`config.mk`:
```
export PLATFORM = sky130hd
export DESIGN_NAME = four_channel_wave_synth_mixer_flat
export DESIGN_NICKNAME = d
export VERILOG_FILES = /design/src/wsm_pkg.sv /design/src/wsm_if.sv /design/src/wsm_div.sv /design/src/wsm_lane.sv /design/src/wsm_mix.sv /design/src/four_channel_wave_synth_mixer.sv /design/src/flat_wrapper.sv
export SDC_FILE = /design/constraint.sdc
export NUM_CORES = 2
export LEC_CHECK = 0
export ABC_AREA = 1
export BUFFER_PORTS_ARGS = -buffer_cell sky130_fd_sc_hd__buf_2
export CAP_MARGIN = 20
export CORE_ASPECT_RATIO = 0.5
export CORE_MARGIN = 2
export CORE_UTILIZATION = 53
export DETAILED_ROUTE_END_ITERATION = 8
export PLACE_DENSITY = 0.79
export SYNTH_ARGS = -nofsm -noshare
export SYNTH_HDL_FRONTEND = slang
export SYNTH_HIERARCHICAL = 1
export SYNTH_SLANG_ARGS = --single-unit
```
`constraint.sdc`:
```
create_clock -name clk -period 19.9 [get_ports clk]
set_input_delay 2.985 -clock clk [delete_from_list [all_inputs] [get_ports clk]]
set_output_delay 2.985 -clock clk [all_outputs]
set_load 0.02 [all_outputs]
```
`src/wsm_pkg.sv`:
```
// ----------------------------------------------------------------------------
// wsm_pkg
// Types, constants and helper functions shared by the wave synth mixer.
// ----------------------------------------------------------------------------
package wsm_pkg;

	localparam int unsigned MAX_CH     = 4;
	localparam int unsigned SR_W       = 17;
	localparam int unsigned CFG_IDX_W  = 3;
	localparam int unsigned PITCH_W    = 7;
	localparam int unsigned VOL_W      = 4;
	localparam int unsigned AMP_W      = 13;
	localparam int unsigned CNT_W      = 16;
	localparam int unsigned DIVD_W     = 29;
	localparam int unsigned DIVS_W     = 16;
	localparam int unsigned DIV_CNT_W  = 5;

	localparam logic [8:0]  AMP_STEP    = 9'd380;
	localparam logic [15:0] NOISE_SEED  = 16'hACE1;
	localparam logic [7:0]  PITCH_BASE  = 8'd60;
	localparam logic [3:0]  OCT_REF     = 4'd10;

	localparam logic signed [16:0] SAT_MAX = 17'sd32767;
	localparam logic signed [16:0] SAT_MIN = -17'sd32768;

	typedef enum logic [CFG_IDX_W-1:0] {
		REG_SMP_RATE    = 3'd0,
		REG_WAVE_CH0    = 3'd1,
		REG_WAVE_CH1    = 3'd2,
		REG_WAVE_CH2    = 3'd3,
		REG_WAVE_CH3    = 3'd4
	} reg_idx_t;

	typedef enum logic [1:0] {
		WAVE_SQ50  = 2'd0,
		WAVE_SQ25  = 2'd1,
		WAVE_TRI   = 2'd2,
		WAVE_LFSR  = 2'd3
	} wave_t;

	typedef enum logic [2:0] {
		L_IDLE,
		L_PDIV,
		L_UPD,
		L_VAL,
		L_TDIV,
		L_DONE
	} lane_state_t;

	typedef struct packed {
		logic               busy;
		logic               done;
		logic signed [15:0] value;
	} lane_st_t;

	// Semitone frequencies of the octave starting at C4.
	function automatic logic [8:0] semitone_hz(input logic [3:0] semi);
		logic [8:0] f;
		case (semi)
			4'd0:    f = 9'd262;
			4'd1:    f = 9'd277;
			4'd2:    f = 9'd294;
			4'd3:    f = 9'd311;
			4'd4:    f = 9'd330;
			4'd5:    f = 9'd349;
			4'd6:    f = 9'd370;
			4'd7:    f = 9'd392;
			4'd8:    f = 9'd415;
			4'd9:    f = 9'd440;
			4'd10:   f = 9'd466;
			4'd11:   f = 9'd494;
			default: f = 9'd0;
		endcase
		return f;
	endfunction

	// Tone frequency of a note number. The octave is found by comparing
	// against each multiple of twelve, which are independent compares.
	function automatic logic [DIVS_W-1:0] note_freq(input logic [PITCH_W-1:0] pitch);
		logic [7:0]        p;
		logic [3:0]        oct;
		logic [7:0]        rem;
		logic [DIVS_W-1:0] base;
		p    = {1'b0, pitch} + PITCH_BASE;
		oct  = 4'd0;
		rem  = p;
		for (int o = 1; o < 16; o++) begin
			if (p >= 8'(12 * o)) begin
				oct = 4'(o);
				rem = p - 8'(12 * o);
			end
		end
		base = {7'd0, semitone_hz(rem[3:0])};
		if (oct >= OCT_REF)
			return base << (oct - OCT_REF);
		else
			return base >> (OCT_REF - oct);
	endfunction

endpackage

```
`src/wsm_if.sv`:
```
// ----------------------------------------------------------------------------
// wsm interfaces
// Request channels of the wave synth mixer: note input, sample output and
// register writes.
// ----------------------------------------------------------------------------
interface wsm_in_if;
	logic       valid;
	logic       ready;
	logic [6:0] ch0_pitch;
	logic [3:0] ch0_volume;
	logic       ch0_restart;
	logic [6:0] ch1_pitch;
	logic [3:0] ch1_volume;
	logic       ch1_restart;
	logic [6:0] ch2_pitch;
	logic [3:0] ch2_volume;
	logic       ch2_restart;
	logic [6:0] ch3_pitch;
	logic [3:0] ch3_volume;
	logic       ch3_restart;

	modport source (
		output valid, ch0_pitch, ch0_volume, ch0_restart, ch1_pitch, ch1_volume,
		       ch1_restart, ch2_pitch, ch2_volume, ch2_restart, ch3_pitch,
		       ch3_volume, ch3_restart,
		input  ready
	);
	modport sink (
		input  valid, ch0_pitch, ch0_volume, ch0_restart, ch1_pitch, ch1_volume,
		       ch1_restart, ch2_pitch, ch2_volume, ch2_restart, ch3_pitch,
		       ch3_volume, ch3_restart,
		output ready
	);
endinterface

interface wsm_out_if;
	logic               valid;
	logic               ready;
	logic signed [15:0] mixed_sample;

	modport source (output valid, mixed_sample, input ready);
	modport sink (input valid, mixed_sample, output ready);
endinterface

interface wsm_cfg_if;
	logic        valid;
	logic        ready;
	logic [2:0]  index;
	logic [16:0] data;

	modport source (output valid, index, data, input ready);
	modport sink (input valid, index, data, output ready);
endinterface

```
`src/wsm_div.sv`:
```
// ----------------------------------------------------------------------------
// wsm_div
// Restoring divider, one quotient bit per cycle.
// ----------------------------------------------------------------------------
module wsm_div (
	input  logic                             clk,
	input  logic                             arst_n,
	input  logic                             start,
	input  logic [wsm_pkg::DIVD_W-1:0]       dividend,
	input  logic [wsm_pkg::DIVS_W-1:0]       divisor,
	output logic                             done,
	output logic [wsm_pkg::DIVD_W-1:0]       quotient
);

	logic                           busy_q;
	logic                           done_q;
	logic [wsm_pkg::DIV_CNT_W-1:0]  cnt_q;
	logic [wsm_pkg::DIVS_W:0]       rem_q;
	logic [wsm_pkg::DIVD_W-1:0]     quo_q;
	logic [wsm_pkg::DIVS_W-1:0]     dvs_q;
	logic [wsm_pkg::DIVS_W:0]       trial;
	logic                           take;

	always_comb begin
		trial = {rem_q[wsm_pkg::DIVS_W-1:0], quo_q[wsm_pkg::DIVD_W-1]};
		take  = trial >= {1'b0, dvs_q};
	end

	always_ff @(posedge clk or negedge arst_n) begin
		if (!arst_n) begin
			busy_q <= 1'b0;
			done_q <= 1'b0;
			cnt_q  <= '0;
		end else begin
			done_q <= 1'b0;
			if (start) begin
				busy_q <= 1'b1;
				cnt_q  <= wsm_pkg::DIV_CNT_W'(wsm_pkg::DIVD_W);
			end else if (busy_q) begin
				cnt_q <= cnt_q - 1'b1;
				if (cnt_q == wsm_pkg::DIV_CNT_W'(1)) begin
					busy_q <= 1'b0;
					done_q <= 1'b1;
				end
			end
		end
	end

	always_ff @(posedge clk) begin
		if (start) begin
			rem_q <= '0;
			quo_q <= dividend;
			dvs_q <= divisor;
		end else if (busy_q) begin
			rem_q <= take ? (trial - {1'b0, dvs_q}) : trial;
			quo_q <= {quo_q[wsm_pkg::DIVD_W-2:0], take};
		end
	end

	assign done     = done_q;
	assign quotient = quo_q;

endmodule

```
`src/wsm_lane.sv`:
```
// ----------------------------------------------------------------------------
// wsm_lane
// One synth channel: period load, phase step and wave value.
// ----------------------------------------------------------------------------
module wsm_lane #(
	parameter int unsigned LANE = 0
) (
	input  logic                             clk,
	input  logic                             arst_n,
	input  logic                             start,
	input  logic [wsm_pkg::PITCH_W-1:0]      pitch,
	input  logic [wsm_pkg::VOL_W-1:0]        volume,
	input  logic                             restart,
	input  logic [wsm_pkg::SR_W-1:0]         smp_rate,
	input  wsm_pkg::wave_t                   wave,
	input  logic                             ack,
	output wsm_pkg::lane_st_t                st
);

	wsm_pkg::lane_state_t state_q, state_d;

	logic [wsm_pkg::CNT_W-1:0]   phase_q, period_q;
	logic [15:0]                 noise_q;
	logic                        rst_q;
	logic [wsm_pkg::VOL_W-1:0]   vol_q;
	logic signed [15:0]          val_q;

	logic                        div_start, div_done;
	logic [wsm_pkg::DIVD_W-1:0]  div_dvd, div_quo;
	logic [wsm_pkg::DIVS_W-1:0]  div_dvs;

	logic [wsm_pkg::DIVS_W-1:0]  freq;
	logic [wsm_pkg::AMP_W-1:0]   amp;
	logic [14:0]                 half;
	logic [wsm_pkg::CNT_W-1:0]   tri_t;
	logic [wsm_pkg::CNT_W:0]     phase_inc;
	logic [29:0]                 tri_num;
	logic [15:0]                 noise_nx;
	logic                        sounding;
	logic signed [16:0]          amp_s, tri_val;

	always_comb begin
		freq      = wsm_pkg::note_freq(pitch);
		amp       = {{(wsm_pkg::AMP_W-wsm_pkg::VOL_W){1'b0}}, vol_q}
		            * {4'd0, wsm_pkg::AMP_STEP};
		amp_s     = {4'd0, amp};
		half      = period_q[15:1];
		tri_t     = (phase_q < {1'b0, half}) ? phase_q : (period_q - phase_q);
		tri_num   = {14'd0, tri_t} * {16'd0, amp, 1'b0};
		phase_inc = {1'b0, phase_q} + 1'b1;
		sounding  = (period_q != '0) && (vol_q != '0);
		noise_nx  = {1'b0, noise_q[15] | (noise_q[0] ^ noise_q[1]), noise_q[14:1]};
		tri_val   = $signed({1'b0, div_quo[15:0]}) - amp_s;
	end

	always_ff @(posedge clk or negedge arst_n) begin
		if (!arst_n)
			state_q <= wsm_pkg::L_IDLE;
		else
			state_q <= state_d;
	end

	always_comb begin
		state_d   = state_q;
		div_start = 1'b0;
		div_dvd   = {{(wsm_pkg::DIVD_W-wsm_pkg::SR_W){1'b0}}, smp_rate};
		div_dvs   = freq;
		unique case (state_q)
			wsm_pkg::L_IDLE: begin
				if (start) begin
					if (restart && pitch != '0 && freq != '0) begin
						div_start = 1'b1;
						state_d   = wsm_pkg::L_PDIV;
					end else begin
						state_d = wsm_pkg::L_UPD;
					end
				end
			end
			wsm_pkg::L_PDIV: begin
				if (div_done)
					state_d = wsm_pkg::L_UPD;
			end
			wsm_pkg::L_UPD: state_d = wsm_pkg::L_VAL;
			wsm_pkg::L_VAL: begin
				if (sounding && wave == wsm_pkg::WAVE_TRI && half != '0) begin
					div_start = 1'b1;
					div_dvd   = tri_num[wsm_pkg::DIVD_W-1:0];
					div_dvs   = {1'b0, half};
					state_d   = wsm_pkg::L_TDIV;
				end else begin
					state_d = wsm_pkg::L_DONE;
				end
			end
			wsm_pkg::L_TDIV: begin
				if (div_done)
					state_d = wsm_pkg::L_DONE;
			end
			wsm_pkg::L_DONE: begin
				if (ack)
					state_d = wsm_pkg::L_IDLE;
			end
			default: state_d = wsm_pkg::L_IDLE;
		endcase
	end

	// Phase, period and noise are channel state and survive between samples.
	always_ff @(posedge clk or negedge arst_n) begin
		if (!arst_n) begin
			phase_q  <= '0;
			period_q <= '0;
			noise_q  <= wsm_pkg::NOISE_SEED + 16'(LANE);
		end else begin
			if (state_q == wsm_pkg::L_IDLE && start && restart && state_d == wsm_pkg::L_UPD)
				period_q <= '0;
			if (state_q == wsm_pkg::L_PDIV && div_done)
				period_q <= div_quo[15:0];
			if (state_q == wsm_pkg::L_UPD) begin
				if (rst_q)
					phase_q <= '0;
				else if (period_q != '0)
					phase_q <= (phase_inc >= {1'b0, period_q}) ? '0 : phase_inc[15:0];
			end
			if (state_q == wsm_pkg::L_VAL && sounding && wave == wsm_pkg::WAVE_LFSR)
				noise_q <= noise_nx;
		end
	end

	always_ff @(posedge clk) begin
		if (state_q == wsm_pkg::L_IDLE && start) begin
			rst_q <= restart;
			vol_q <= volume;
		end
		if (state_q == wsm_pkg::L_VAL) begin
			if (!sounding) begin
				val_q <= '0;
			end else begin
				case (wave)
					wsm_pkg::WAVE_SQ50:
						val_q <= ({1'b0, phase_q, 1'b0} < {2'b0, period_q})
						         ? amp_s[15:0] : -amp_s[15:0];
					wsm_pkg::WAVE_SQ25:
						val_q <= ({phase_q, 2'b0} < {2'b0, period_q})
						         ? amp_s[15:0] : -amp_s[15:0];
					wsm_pkg::WAVE_TRI:
						val_q <= '0;
					default:
						val_q <= noise_nx[0] ? amp_s[15:0] : -amp_s[15:0];
				endcase
			end
		end
		if (state_q == wsm_pkg::L_TDIV && div_done)
			val_q <= tri_val[15:0];
	end

	wsm_div u_div (
		.clk      (clk),
		.arst_n   (arst_n),
		.start    (div_start),
		.dividend (div_dvd),
		.divisor  (div_dvs),
		.done     (div_done),
		.quotient (div_quo)
	);

	assign st.busy  = state_q != wsm_pkg::L_IDLE;
	assign st.done  = state_q == wsm_pkg::L_DONE;
	assign st.value = val_q;

endmodule

```
`src/wsm_mix.sv`:
```
// ----------------------------------------------------------------------------
// wsm_mix
// Saturating mix of the lane values in channel order, with output register.
// ----------------------------------------------------------------------------
module wsm_mix #(
	parameter int unsigned NUM_CHANNELS = 4
) (
	input  logic               clk,
	input  logic               arst_n,
	input  wsm_pkg::lane_st_t  st [NUM_CHANNELS],
	output logic               ack,
	output logic               out_valid,
	input  logic               out_ready,
	output logic signed [15:0] out_sample
);

	logic               valid_q;
	logic signed [15:0] sample_q;
	logic               all_done;
	logic signed [15:0] acc;
	logic signed [16:0] sum;

	always_comb begin
		all_done = 1'b1;
		acc      = '0;
		for (int c = 0; c < NUM_CHANNELS; c++) begin
			all_done = all_done & st[c].done;
			sum = {acc[15], acc} + {st[c].value[15], st[c].value};
			if (sum > wsm_pkg::SAT_MAX)
				acc = wsm_pkg::SAT_MAX[15:0];
			else if (sum < wsm_pkg::SAT_MIN)
				acc = wsm_pkg::SAT_MIN[15:0];
			else
				acc = sum[15:0];
		end
		ack = all_done && (!valid_q || out_ready);
	end

	always_ff @(posedge clk or negedge arst_n) begin
		if (!arst_n)
			valid_q <= 1'b0;
		else if (ack)
			valid_q <= 1'b1;
		else if (out_ready)
			valid_q <= 1'b0;
	end

	always_ff @(posedge clk) begin
		if (ack)
			sample_q <= acc;
	end

	assign out_valid  = valid_q;
	assign out_sample = sample_q;

endmodule

```
`src/four_channel_wave_synth_mixer.sv`:
```
// ----------------------------------------------------------------------------
// four_channel_wave_synth_mixer
// Four-channel square/triangle/noise synthesizer with saturating mixer.
// ----------------------------------------------------------------------------
// Flow: a taken request steps each lane through update and value states, after a
// period divide when a note restarts, and a triangle divide for a triangle channel.
// A new request waits until every lane and its bit-serial divider are idle again.
// The next request is taken while a finished sample waits in the output reg.
// Reset: arst_n clears phase, period and state; noise seeds, sample rate
// 22050 and waves 0..3 per channel are loaded.
module four_channel_wave_synth_mixer #(
	parameter int unsigned NUM_CHANNELS = 4
) (
	input  logic             clk,
	input  logic             arst_n,
	wsm_in_if.sink           in_ch,
	wsm_out_if.source        out_ch,
	wsm_cfg_if.sink          cfg
);

	logic [wsm_pkg::SR_W-1:0]    smp_rate_q;
	wsm_pkg::wave_t              wave_q [wsm_pkg::MAX_CH];
	logic [wsm_pkg::PITCH_W-1:0] pitch_a [wsm_pkg::MAX_CH];
	logic [wsm_pkg::VOL_W-1:0]   vol_a   [wsm_pkg::MAX_CH];
	logic                        rst_a   [wsm_pkg::MAX_CH];
	wsm_pkg::lane_st_t           st      [NUM_CHANNELS];
	logic                        any_busy;
	logic                        accept;
	logic                        ack;

	always_comb begin
		pitch_a[0] = in_ch.ch0_pitch; vol_a[0] = in_ch.ch0_volume; rst_a[0] = in_ch.ch0_restart;
		pitch_a[1] = in_ch.ch1_pitch; vol_a[1] = in_ch.ch1_volume; rst_a[1] = in_ch.ch1_restart;
		pitch_a[2] = in_ch.ch2_pitch; vol_a[2] = in_ch.ch2_volume; rst_a[2] = in_ch.ch2_restart;
		pitch_a[3] = in_ch.ch3_pitch; vol_a[3] = in_ch.ch3_volume; rst_a[3] = in_ch.ch3_restart;
		any_busy = 1'b0;
		for (int c = 0; c < NUM_CHANNELS; c++)
			any_busy = any_busy | st[c].busy;
	end

	assign in_ch.ready = !any_busy;
	assign accept      = in_ch.valid && !any_busy;
	assign cfg.ready   = 1'b1;

	always_ff @(posedge clk or negedge arst_n) begin
		if (!arst_n) begin
			smp_rate_q    <= wsm_pkg::SR_W'(22050);
			wave_q[0]     <= wsm_pkg::WAVE_SQ50;
			wave_q[1]     <= wsm_pkg::WAVE_SQ25;
			wave_q[2]     <= wsm_pkg::WAVE_TRI;
			wave_q[3]     <= wsm_pkg::WAVE_LFSR;
		end else if (cfg.valid) begin
			unique case (cfg.index)
				wsm_pkg::REG_SMP_RATE:    smp_rate_q <= cfg.data;
				wsm_pkg::REG_WAVE_CH0:    wave_q[0] <= wsm_pkg::wave_t'(cfg.data[1:0]);
				wsm_pkg::REG_WAVE_CH1:    wave_q[1] <= wsm_pkg::wave_t'(cfg.data[1:0]);
				wsm_pkg::REG_WAVE_CH2:    wave_q[2] <= wsm_pkg::wave_t'(cfg.data[1:0]);
				wsm_pkg::REG_WAVE_CH3:    wave_q[3] <= wsm_pkg::wave_t'(cfg.data[1:0]);
				default: ;
			endcase
		end
	end

	for (genvar c = 0; c < NUM_CHANNELS; c++) begin : g_lane
		wsm_lane #(.LANE(c)) u_lane (
			.clk         (clk),
			.arst_n      (arst_n),
			.start       (accept),
			.pitch       (pitch_a[c]),
			.volume      (vol_a[c]),
			.restart     (rst_a[c]),
			.smp_rate    (smp_rate_q),
			.wave        (wave_q[c]),
			.ack         (ack),
			.st          (st[c])
		);
	end

	wsm_mix #(.NUM_CHANNELS(NUM_CHANNELS)) u_mix (
		.clk        (clk),
		.arst_n     (arst_n),
		.st         (st),
		.ack        (ack),
		.out_valid  (out_ch.valid),
		.out_ready  (out_ch.ready),
		.out_sample (out_ch.mixed_sample)
	);

endmodule

```
`src/flat_wrapper.sv`:
```
// flat-port wrapper written by rule: the top's interface ports become plain ports
module four_channel_wave_synth_mixer_flat 
#(
	parameter int unsigned NUM_CHANNELS = 4
)
  (clk, arst_n, in_ch_valid, in_ch_ch0_pitch, in_ch_ch0_volume, in_ch_ch0_restart, in_ch_ch1_pitch, in_ch_ch1_volume, in_ch_ch1_restart, in_ch_ch2_pitch, in_ch_ch2_volume, in_ch_ch2_restart, in_ch_ch3_pitch, in_ch_ch3_volume, in_ch_ch3_restart, in_ch_ready, out_ch_valid, out_ch_mixed_sample, out_ch_ready, cfg_valid, cfg_index, cfg_data, cfg_ready);
  wsm_in_if in_ch_i ();
  wsm_out_if out_ch_i ();
  wsm_cfg_if cfg_i ();
  input  logic clk;
  input  logic arst_n;
  input wire logic [$bits(in_ch_i.valid)-1:0] in_ch_valid;
  input wire logic [$bits(in_ch_i.ch0_pitch)-1:0] in_ch_ch0_pitch;
  input wire logic [$bits(in_ch_i.ch0_volume)-1:0] in_ch_ch0_volume;
  input wire logic [$bits(in_ch_i.ch0_restart)-1:0] in_ch_ch0_restart;
  input wire logic [$bits(in_ch_i.ch1_pitch)-1:0] in_ch_ch1_pitch;
  input wire logic [$bits(in_ch_i.ch1_volume)-1:0] in_ch_ch1_volume;
  input wire logic [$bits(in_ch_i.ch1_restart)-1:0] in_ch_ch1_restart;
  input wire logic [$bits(in_ch_i.ch2_pitch)-1:0] in_ch_ch2_pitch;
  input wire logic [$bits(in_ch_i.ch2_volume)-1:0] in_ch_ch2_volume;
  input wire logic [$bits(in_ch_i.ch2_restart)-1:0] in_ch_ch2_restart;
  input wire logic [$bits(in_ch_i.ch3_pitch)-1:0] in_ch_ch3_pitch;
  input wire logic [$bits(in_ch_i.ch3_volume)-1:0] in_ch_ch3_volume;
  input wire logic [$bits(in_ch_i.ch3_restart)-1:0] in_ch_ch3_restart;
  output wire logic [$bits(in_ch_i.ready)-1:0] in_ch_ready;
  output wire logic [$bits(out_ch_i.valid)-1:0] out_ch_valid;
  output wire logic [$bits(out_ch_i.mixed_sample)-1:0] out_ch_mixed_sample;
  input wire logic [$bits(out_ch_i.ready)-1:0] out_ch_ready;
  input wire logic [$bits(cfg_i.valid)-1:0] cfg_valid;
  input wire logic [$bits(cfg_i.index)-1:0] cfg_index;
  input wire logic [$bits(cfg_i.data)-1:0] cfg_data;
  output wire logic [$bits(cfg_i.ready)-1:0] cfg_ready;
  assign in_ch_i.valid = in_ch_valid;
  assign in_ch_i.ch0_pitch = in_ch_ch0_pitch;
  assign in_ch_i.ch0_volume = in_ch_ch0_volume;
  assign in_ch_i.ch0_restart = in_ch_ch0_restart;
  assign in_ch_i.ch1_pitch = in_ch_ch1_pitch;
  assign in_ch_i.ch1_volume = in_ch_ch1_volume;
  assign in_ch_i.ch1_restart = in_ch_ch1_restart;
  assign in_ch_i.ch2_pitch = in_ch_ch2_pitch;
  assign in_ch_i.ch2_volume = in_ch_ch2_volume;
  assign in_ch_i.ch2_restart = in_ch_ch2_restart;
  assign in_ch_i.ch3_pitch = in_ch_ch3_pitch;
  assign in_ch_i.ch3_volume = in_ch_ch3_volume;
  assign in_ch_i.ch3_restart = in_ch_ch3_restart;
  assign in_ch_ready = in_ch_i.ready;
  assign out_ch_valid = out_ch_i.valid;
  assign out_ch_mixed_sample = out_ch_i.mixed_sample;
  assign out_ch_i.ready = out_ch_ready;
  assign cfg_i.valid = cfg_valid;
  assign cfg_i.index = cfg_index;
  assign cfg_i.data = cfg_data;
  assign cfg_ready = cfg_i.ready;
  four_channel_wave_synth_mixer #(.NUM_CHANNELS(NUM_CHANNELS)) u_core (.clk(clk), .arst_n(arst_n), .in_ch(in_ch_i), .out_ch(out_ch_i), .cfg(cfg_i));
endmodule
```
* Yosys cells after proc, flatten, opt, wreduce, memory -nomap -nowiden
Memories as Yosys holds them, arrays and structs flattened.
Index checks and enable logic that the tools add are counted.
** Word-level totals
- Flip-flop bits (word level) :: 602
- Bits in latches :: 0
- RAM bits :: 0
- Bits in read-only memories :: 576
- Bits of input ports :: 73
- Output and inout bits :: 19
- Logic and storage cells :: 729
- Memories kept :: 4
** Memory list
- (name not given) :: depth 16, bits a word 9, read ports 1, clocked after memory_dff 0, wr ports 0, line wsm_pkg.sv:59 : case (semi)
- (name not given) :: depth 16, bits a word 9, read ports 1, clocked after memory_dff 0, wr ports 0, line wsm_pkg.sv:59
- (name not given) :: depth 16, bits a word 9, read ports 1, clocked after memory_dff 0, wr ports 0, line wsm_pkg.sv:59
- (name not given) :: depth 16, bits a word 9, read ports 1, clocked after memory_dff 0, wr ports 0, line wsm_pkg.sv:59
** Cells by class
- $add $sub $neg :: 99
- Multipliers :: 8
- Divide/modulo/power cells :: 0
- Order comparisons :: 92
- Eq/ne operators :: 44
- Shift operators :: 8
- Muxes and demuxes :: 289
- Bitwise operators :: 14
- Reductions and logical operators :: 112
** Operator list (count)
- 2-to-1 mux 16 bit :: 71
- 2-to-1 mux 29 bit :: 16
- 2-to-1 mux 4 bit :: 112
- one-hot mux 16 bit (3 select lines) :: 4
- greater-or-equal comparator 8 x 7 -> 1 bit, second input constant :: 20
- greater-or-equal comparator 8 bit, second input constant :: 20
- subtractor 4 bit, second input constant :: 36
- greater-or-equal comparator 17 x 16 -> 1 bit :: 8
- nonzero test 16 bit :: 8
- subtractor 16 bit :: 8
- multiplier 16 x 11 -> 26 bit :: 4
- greater-or-equal comparator 8 x 6 -> 1 bit, second input constant :: 12
- < comparator 18 x 16 -> 1 bit :: 4
- one-hot mux 3 bit (6 select lines) :: 4
- adder 16 x 1 -> 17 bit, second input constant :: 4
- < comparator 17 x 16 -> 1 bit :: 4
- < comparator 16 x 15 -> 1 bit :: 4
- negator 13 -> 16 bit :: 4
- << shifter 9 x 4 -> 16 bit :: 4
- right shift 9 x 4 -> 16 bit :: 4
- subtractor 16 x 13 -> 16 bit :: 4
- subtractor 4 x 3 -> 4 bit, second input constant :: 16
- nonzero test 15 bit :: 4
- adder 16 x 16 -> 17 bit :: 3
- other kinds (36) :: 288

* Longest topological paths before layout
- Depth in word-level cells :: 29
- Mapped depth :: 56
- Depth with buffers taken out :: 56

* Hierarchy
The synthesis kept the hierarchy.
** By module, submodules not included
- wsm_div :: instances 4, cells an instance 503, area each 3890.0 um^2, seq. area each 1846.8 um^2
- wsm_lane (u_core.g_lane[1].u_lane) :: instances 1, cells an instance 1979, area each 14043.5 um^2, seq. area each 1916.8 um^2
- wsm_lane (u_core.g_lane[0].u_lane) :: instances 1, cells an instance 1979, area each 13990.9 um^2, seq. area each 1916.8 um^2
- wsm_lane (u_core.g_lane[2].u_lane) :: instances 1, cells an instance 1974, area each 13985.9 um^2, seq. area each 1918.1 um^2
- wsm_lane (u_core.g_lane[3].u_lane) :: instances 1, cells an instance 1961, area each 13963.4 um^2, seq. area each 1916.8 um^2
- wsm_mix :: instances 1, cells an instance 654, area each 3826.2 um^2, seq. area each 505.5 um^2
- four_channel_wave_synth_mixer :: instances 1, cells an instance 127, area each 1114.8 um^2, seq. area each 638.1 um^2

* Least setup slack after synthesis
No wires, ideal clock.
- Path kind :: register to register
- Start point :: register u_core/g_lane[0].u_lane/vol_q[1] (netlist name)
- End point :: register u_core.g_lane[0].u_lane.u_div.quo_q, in the netlist u_core/g_lane[0].u_lane/u_div/quotient[28] (data pin)
- Library setup time :: 0.253 ns
- Data arrival time :: 8.660 ns
- Required time :: 19.647 ns
- Path slack :: 10.987 ns
- Cell stages (with the launch flop) :: 52
- Path buffers :: 1
- Period minus slack after synthesis :: 8.913 ns
- Path through :: edfxtp_1 fa_1 inv_1 fa_1 inv_1 ha_1 a21oi_1 nor2_1 nor2_1 inv_1 nand2_1 nand2_1 a21oi_1 nor2_1 nor2_1 o21bai_1 xor2_1 clkbuf_1 [... 16 more ...] nand2_1 nand2_1 a21oi_1 o21ai_0 nand2_1 inv_1 o21ai_0 nand2_1 nand2_1 inv_1 o21ai_0 nand2_1 xnor2_1 nand3_1 nand2_1 nor2_1 nand2_1 nand2_1
** On the way
- Longest elaborated chain between the ends :: 7
- Elaborated cells between the ends (all ways) :: 11
- Classes of those cells :: mul: 2; mux: 5; reduce/logical: 4
** Ends and longest elaborated chain
- start, declared :: line wsm_lane.sv:25 : logic [wsm_pkg::VOL_W-1:0] vol_q;
- start signal, assigned :: line wsm_lane.sv:131 : vol_q <= volume;
- branches (longest 4 deep; another with multiplier 16 x 11 -> 26 bit)
- 2-to-1 mux 29 bit (*) :: line wsm_lane.sv:85 : if (sounding && wave == wsm_pkg::WAVE_TRI && half != '0) begin
- 2-to-1 mux 29 bit (*) :: line wsm_lane.sv:68 : unique case (state_q)
- named net u_core.g_lane[0].u_lane.div_dvd, one bit :: line wsm_lane.sv:29 : logic [wsm_pkg::DIVD_W-1:0] div_dvd, div_quo;
- 2-to-1 mux 29 bit (*) :: line wsm_div.sv:50 : if (start) begin
- end signal, assigned :: line wsm_div.sv:52 : quo_q <= dividend;
- end signal, assigned :: line wsm_div.sv:56 : quo_q <= {quo_q[wsm_pkg::DIVD_W-2:0], take};
- end, declared :: line wsm_div.sv:19 : logic [wsm_pkg::DIVD_W-1:0] quo_q;
Mark *: on every way through the listed nets, which the timed path passes.
A chain may end at the register's enable or synchronous reset.

* Worst setup path in the final report
- Start point :: register u_core/g_lane[3].u_lane/vol_q[0] (netlist name)
- End point :: register u_core.g_lane[3].u_lane.u_div.quo_q, in the netlist u_core/g_lane[3].u_lane/u_div/quotient[28] (data pin)
** On the way
- Longest elaborated chain between the ends :: 7
- Elaborated cells between the ends (all ways) :: 11
- Classes of those cells :: mul: 2; mux: 5; reduce/logical: 4
** Ends and longest elaborated chain (line)
- start, declared :: wsm_lane.sv:25
- start signal, assigned :: wsm_lane.sv:131
- branches (longest 4 deep; another with multiplier 16 x 11 -> 26 bit)
- 2-to-1 mux 29 bit (*) :: wsm_lane.sv:85
- 2-to-1 mux 29 bit (*) :: wsm_lane.sv:68
- named net u_core.g_lane[3].u_lane.div_dvd, one bit :: wsm_lane.sv:29
- 2-to-1 mux 29 bit (*) :: wsm_div.sv:50
- end signal, assigned :: wsm_div.sv:52
- end signal, assigned :: wsm_div.sv:56
- end, declared :: wsm_div.sv:19
Marked as above.

==> impl_metrics.tcl <==
set metrics [dict create \
    status "complete, no violations" \
    cts_resized 0 \
    row_count 98 \
    power_density_mw_per_mm2 109 \
    syn_area_mm2 0.0765 \
    power_frac_clock_pct 15.1 \
    critPathSlowestCell "edfxtp_1" \
    max_freq_ghz 0.0958 \
    cp.required_ps 20330 \
    drcViolationCount 0 \
    synthCells 10686 \
    antenna_found_initial 4 \
    clkLatencyLatePin_ps 700 \
    whs_ps 453 \
    clk_pin_slew_worst_paths_ps 60 \
    synth_flop_cell "edfxtp_1" \
    ant_nets 0 \
    grt_max_degree 78 \
    pwr-share-seq_pct 24.9 \
    wl_per_cell_um 17.2 \
    first_pass_iters 6 \
    hpwl_mm 169 \
    core_area_mm2 0.143 \
    grt_util_all_layers_pct 29.6 \
    final_nets 12071 \
    syn_to_final_growth_pct 6.00 \
    period_share_pct 52.4 \
    reg2reg_depth 44 \
    cts_tree "yes" \
    die-area_mm2 0.148 \
    final_hold_viol_count 0 \
    rsz0062_at_grt "false" \
    drt_iter0_markers 7123 \
    cts_root_buf "clkbuf_16" \
    io_pins 92 \
    p_int_w 0.00430 \
    power.switching_w 0.00453 \
    syn_nets 12091 \
    maxCapViolations 0 \
    gp_congestion 0.983 \
    end_kind "flip-flop" \
    cts_buffer_depth 3 \
    first_global_vias 68063 \
    cp_top_family "adder cells" \
    critPathKind "reg -> reg" \
    start_kind "flip-flop" \
    synth-edff-count 280 \
    min_path_type "reg -> reg" \
    worst_pin_slew_ps 1150 \
    worst-path-stages 44 \
    fin_tns_setup_ps 0 \
    path_common_cell "nor2_1" \
    irDropWorstVdd_mv 0.0844 \
    rrSetupSlack_ps 9460 \
    route.vias.total 70566 \
    initial_utilization_pct 53.5 \
    rr_startpoint "u_core/g_lane[3].u_lane/vol_q[0]$_DFFE_PP_" \
    arrival_ps 10860 \
    crit_path_max_fanout 18 \
    die_w_um 541 \
    leakage_nw 44.1 \
    maxSlewViolCount 0 \
    setup_viol 0 \
    cp.buffers_inverters 6 \
    ys_seq_elements 602 \
    layout-drive-gt1-share_pct 6.39 \
    slew_headroom_pct 22.5 \
    skew_ps 44.0 \
    period_needed_ps 10440 \
    grt_first_pass_wirelength_mm 355 \
    via_per_inst 5.59 \
    yosysSeqAreaShare_pct 21.2 \
    wl_mm 217 \
    cts-hold-fix-buffers 0 \
    portBuffers 90 \
    timing.rr.end "u_core/g_lane[3].u_lane/u_div/quotient[28]$_DFFE_PP_" \
    gr-total-overflow 0 \
    fp.dieH_um 273 \
    setup.worst_path.start "u_core/g_lane[3].u_lane/vol_q[0]$_DFFE_PP_" \
    cts.sinks 602 \
    syn_avg_cell_area_um2 7.16 \
    yosysWarnings 6 \
    netlist-cell-type-count 77 \
    comb_power_share_pct 60.0 \
    fillers 13185 \
    cts_buffers 67 \
    htreeDepth 3 \
    worst_path_largest_cell_delay_ps 840 \
    power_w 0.00883 \
    async_flop_share_pct 42.9 \
    critPathCapture "u_core/g_lane[3].u_lane/u_div/quotient[28]$_DFFE_PP_" \
    cts_setup_buffers 0 \
    swShare_pct 51.3 \
    fin_util_pct 56.7 \
]
[Yosys cell counts, types with 9 or more instances]
cell type | count | area, µm²
a211oi_1 | 17 | 128
a21oi_1 | 434 | 2170
a21oi_2 | 11 | 96.3
a31oi_1 | 19 | 119
a32o_1 | 10 | 100
and2_1 | 13 | 81.3
buf_2 | 25 | 125
buf_4 | 16 | 120
buf_6 | 13 | 146
clkbuf_1 | 186 | 698
clkinv_1 | 32 | 120
dfrtp_1 | 215 | 5380
dfstp_2 | 43 | 1130
dfxtp_1 | 64 | 1280
edfxtp_1 | 280 | 8410
fa_1 | 535 | 10700
ha_1 | 797 | 9970
inv_1 | 1742 | 6540
inv_2 | 58 | 218
nand2_1 | 3120 | 11700
nand2_2 | 52 | 325
nand2_4 | 39 | 439
nand3_1 | 713 | 3570
nand3_2 | 102 | 1020
nand3_4 | 9 | 158
nand3b_1 | 37 | 278
nand4_1 | 91 | 569
nor2_1 | 850 | 3190
nor2_2 | 25 | 156
nor2_4 | 9 | 101
nor3_1 | 98 | 490
nor4_1 | 23 | 144
o211ai_1 | 27 | 203
o21a_1 | 20 | 150
o21ai_0 | 444 | 2220
o21ai_1 | 29 | 145
o21ai_2 | 9 | 78.8
o21bai_1 | 50 | 375
o221ai_1 | 26 | 228
o22ai_1 | 44 | 275
o31ai_1 | 19 | 143
or2_2 | 21 | 131
xnor2_1 | 66 | 578
xor2_1 | 167 | 1460
[flip-flops by register name (all words and copies together) (netlist names), 12 cells and up]
name / flops
u_core/u_mix/out_sample: 16
u_core/g_lane.u_lane/state_q: 12
u_core/g_lane.u_lane/u_div/rem_q: 64
u_core/g_lane.u_lane/u_div/quotient: 116
u_core/smp_rate_q: 17
u_core/g_lane.u_lane/period_q: 64
u_core/g_lane.u_lane/u_div/dvs_q: 64
u_core/g_lane.u_lane/noise_q: 64
u_core/g_lane.u_lane/phase_q: 64
u_core/g_lane.u_lane/val_q: 64
u_core/g_lane.u_lane/vol_q: 16
u_core/g_lane.u_lane/u_div/cnt_q: 20
[cell families after synthesis]
family	after synthesis	synth area share, %
AOI/OAI and AO/OA	1209	9.03
adders and majority gates	1332	27.0
DFF	602	21.2
buffers and inverters	2081	10.5
other	1	0.00490
and+or+nand+nor	5222	29.5
muxes	6	0.0818
xor gates and xnor gates	233	2.67
[power groups by stage]
stage	combinational [W]	clock [W]	sequential, W
floorplan	0.00401	0	0.00198
global placement	0.00505	0	0.00219
detailed placement	0.00517	0	0.00219
CTS	0.00521	0.00136	0.00218
global route	0.00602	0.00140	0.00222
finish	0.00530	0.00133	0.00220
[cell type report]
class	instances	area, µm²	area share, %
clock buffers	84	1920	2.37
well taps	1900	2380	2.93
flip-flops and latches	602	16200	20.0
inverters	1833	6880	8.49
multi-input cells	8003	52300	64.5
repair buffers	159	1030	1.27
clock inverters	39	374	0.461
diodes	4	10.0	0.0123
[routing by layer]
metal	wire length, µm	GRT usage [%]	part of all wire, %
met1	93000	40.5	43
met2	95600	47.0	44
met3	21000	5.43	9.7
met4	7810	10.2	3.6
met5	10	0	0.0046
[cell usage in the layout, fill, tap and decap left out, drive strengths merged, types with 28 or more instances in the layout]
master and count:
a21oi 445, buf 158, clkbuf 84, clkinv 51
dfrtp 215, dfstp 43, dfxtp 64, edfxtp 280
fa 535, ha 797, inv 1813, nand2 3212
nand3 824, nand3b 37, nand4 92, nor2 885
nor3 100, o211ai 28, o21ai 484, o21bai 50
o22ai 44, xnor2 66, xor2 167
[metrics by stage]
step	setup slack (ps)	instance area (µm²)	std cells
3_3_place_gp	9780	78700	12493
6_report	9460	81100	12624
5_1_grt	8640	81100	12622
2_1_floorplan	10990	76500	10686
4_1_cts	9530	81000	12617
3_5_place_dp	9600	78700	12494
[worst reg2reg max path, delay by kind of cell (launching register included)]
family	cells	cell delay, ps
flip-flops	1	840
XOR/XNOR	2	330
adder cells (fa/ha/maj)	8	3850
buffers and inverters	6	1350
AO/OA/AOI/OAI	10	1920
AND/OR/NAND/NOR	18	1870
[worst min path at each step]
stage	depth (start not counted)	slack [ps]	to	from
CTS	2	450	u_core/g_lane[3].u_lane/noise_q[15]$_DFFE_PN1P_	u_core/g_lane[3].u_lane/noise_q[15]$_DFFE_PN1P_
floorplan	2	430	u_core/g_lane[0].u_lane/noise_q[15]$_DFFE_PN1P_	u_core/g_lane[0].u_lane/noise_q[15]$_DFFE_PN1P_
global placement	2	440	u_core/g_lane[0].u_lane/noise_q[15]$_DFFE_PN1P_	u_core/g_lane[0].u_lane/noise_q[15]$_DFFE_PN1P_
finish	2	450	u_core/g_lane[2].u_lane/noise_q[15]$_DFFE_PN1P_	u_core/g_lane[2].u_lane/noise_q[15]$_DFFE_PN1P_
global route	2	480	u_core/g_lane[1].u_lane/noise_q[7]$_DFFE_PN1P_	u_core/g_lane[1].u_lane/noise_q[7]$_DFFE_PN1P_
detailed placement	2	440	u_core/g_lane[3].u_lane/noise_q[15]$_DFFE_PN1P_	u_core/g_lane[3].u_lane/noise_q[15]$_DFFE_PN1P_
(Power assumes the default switching activity.)
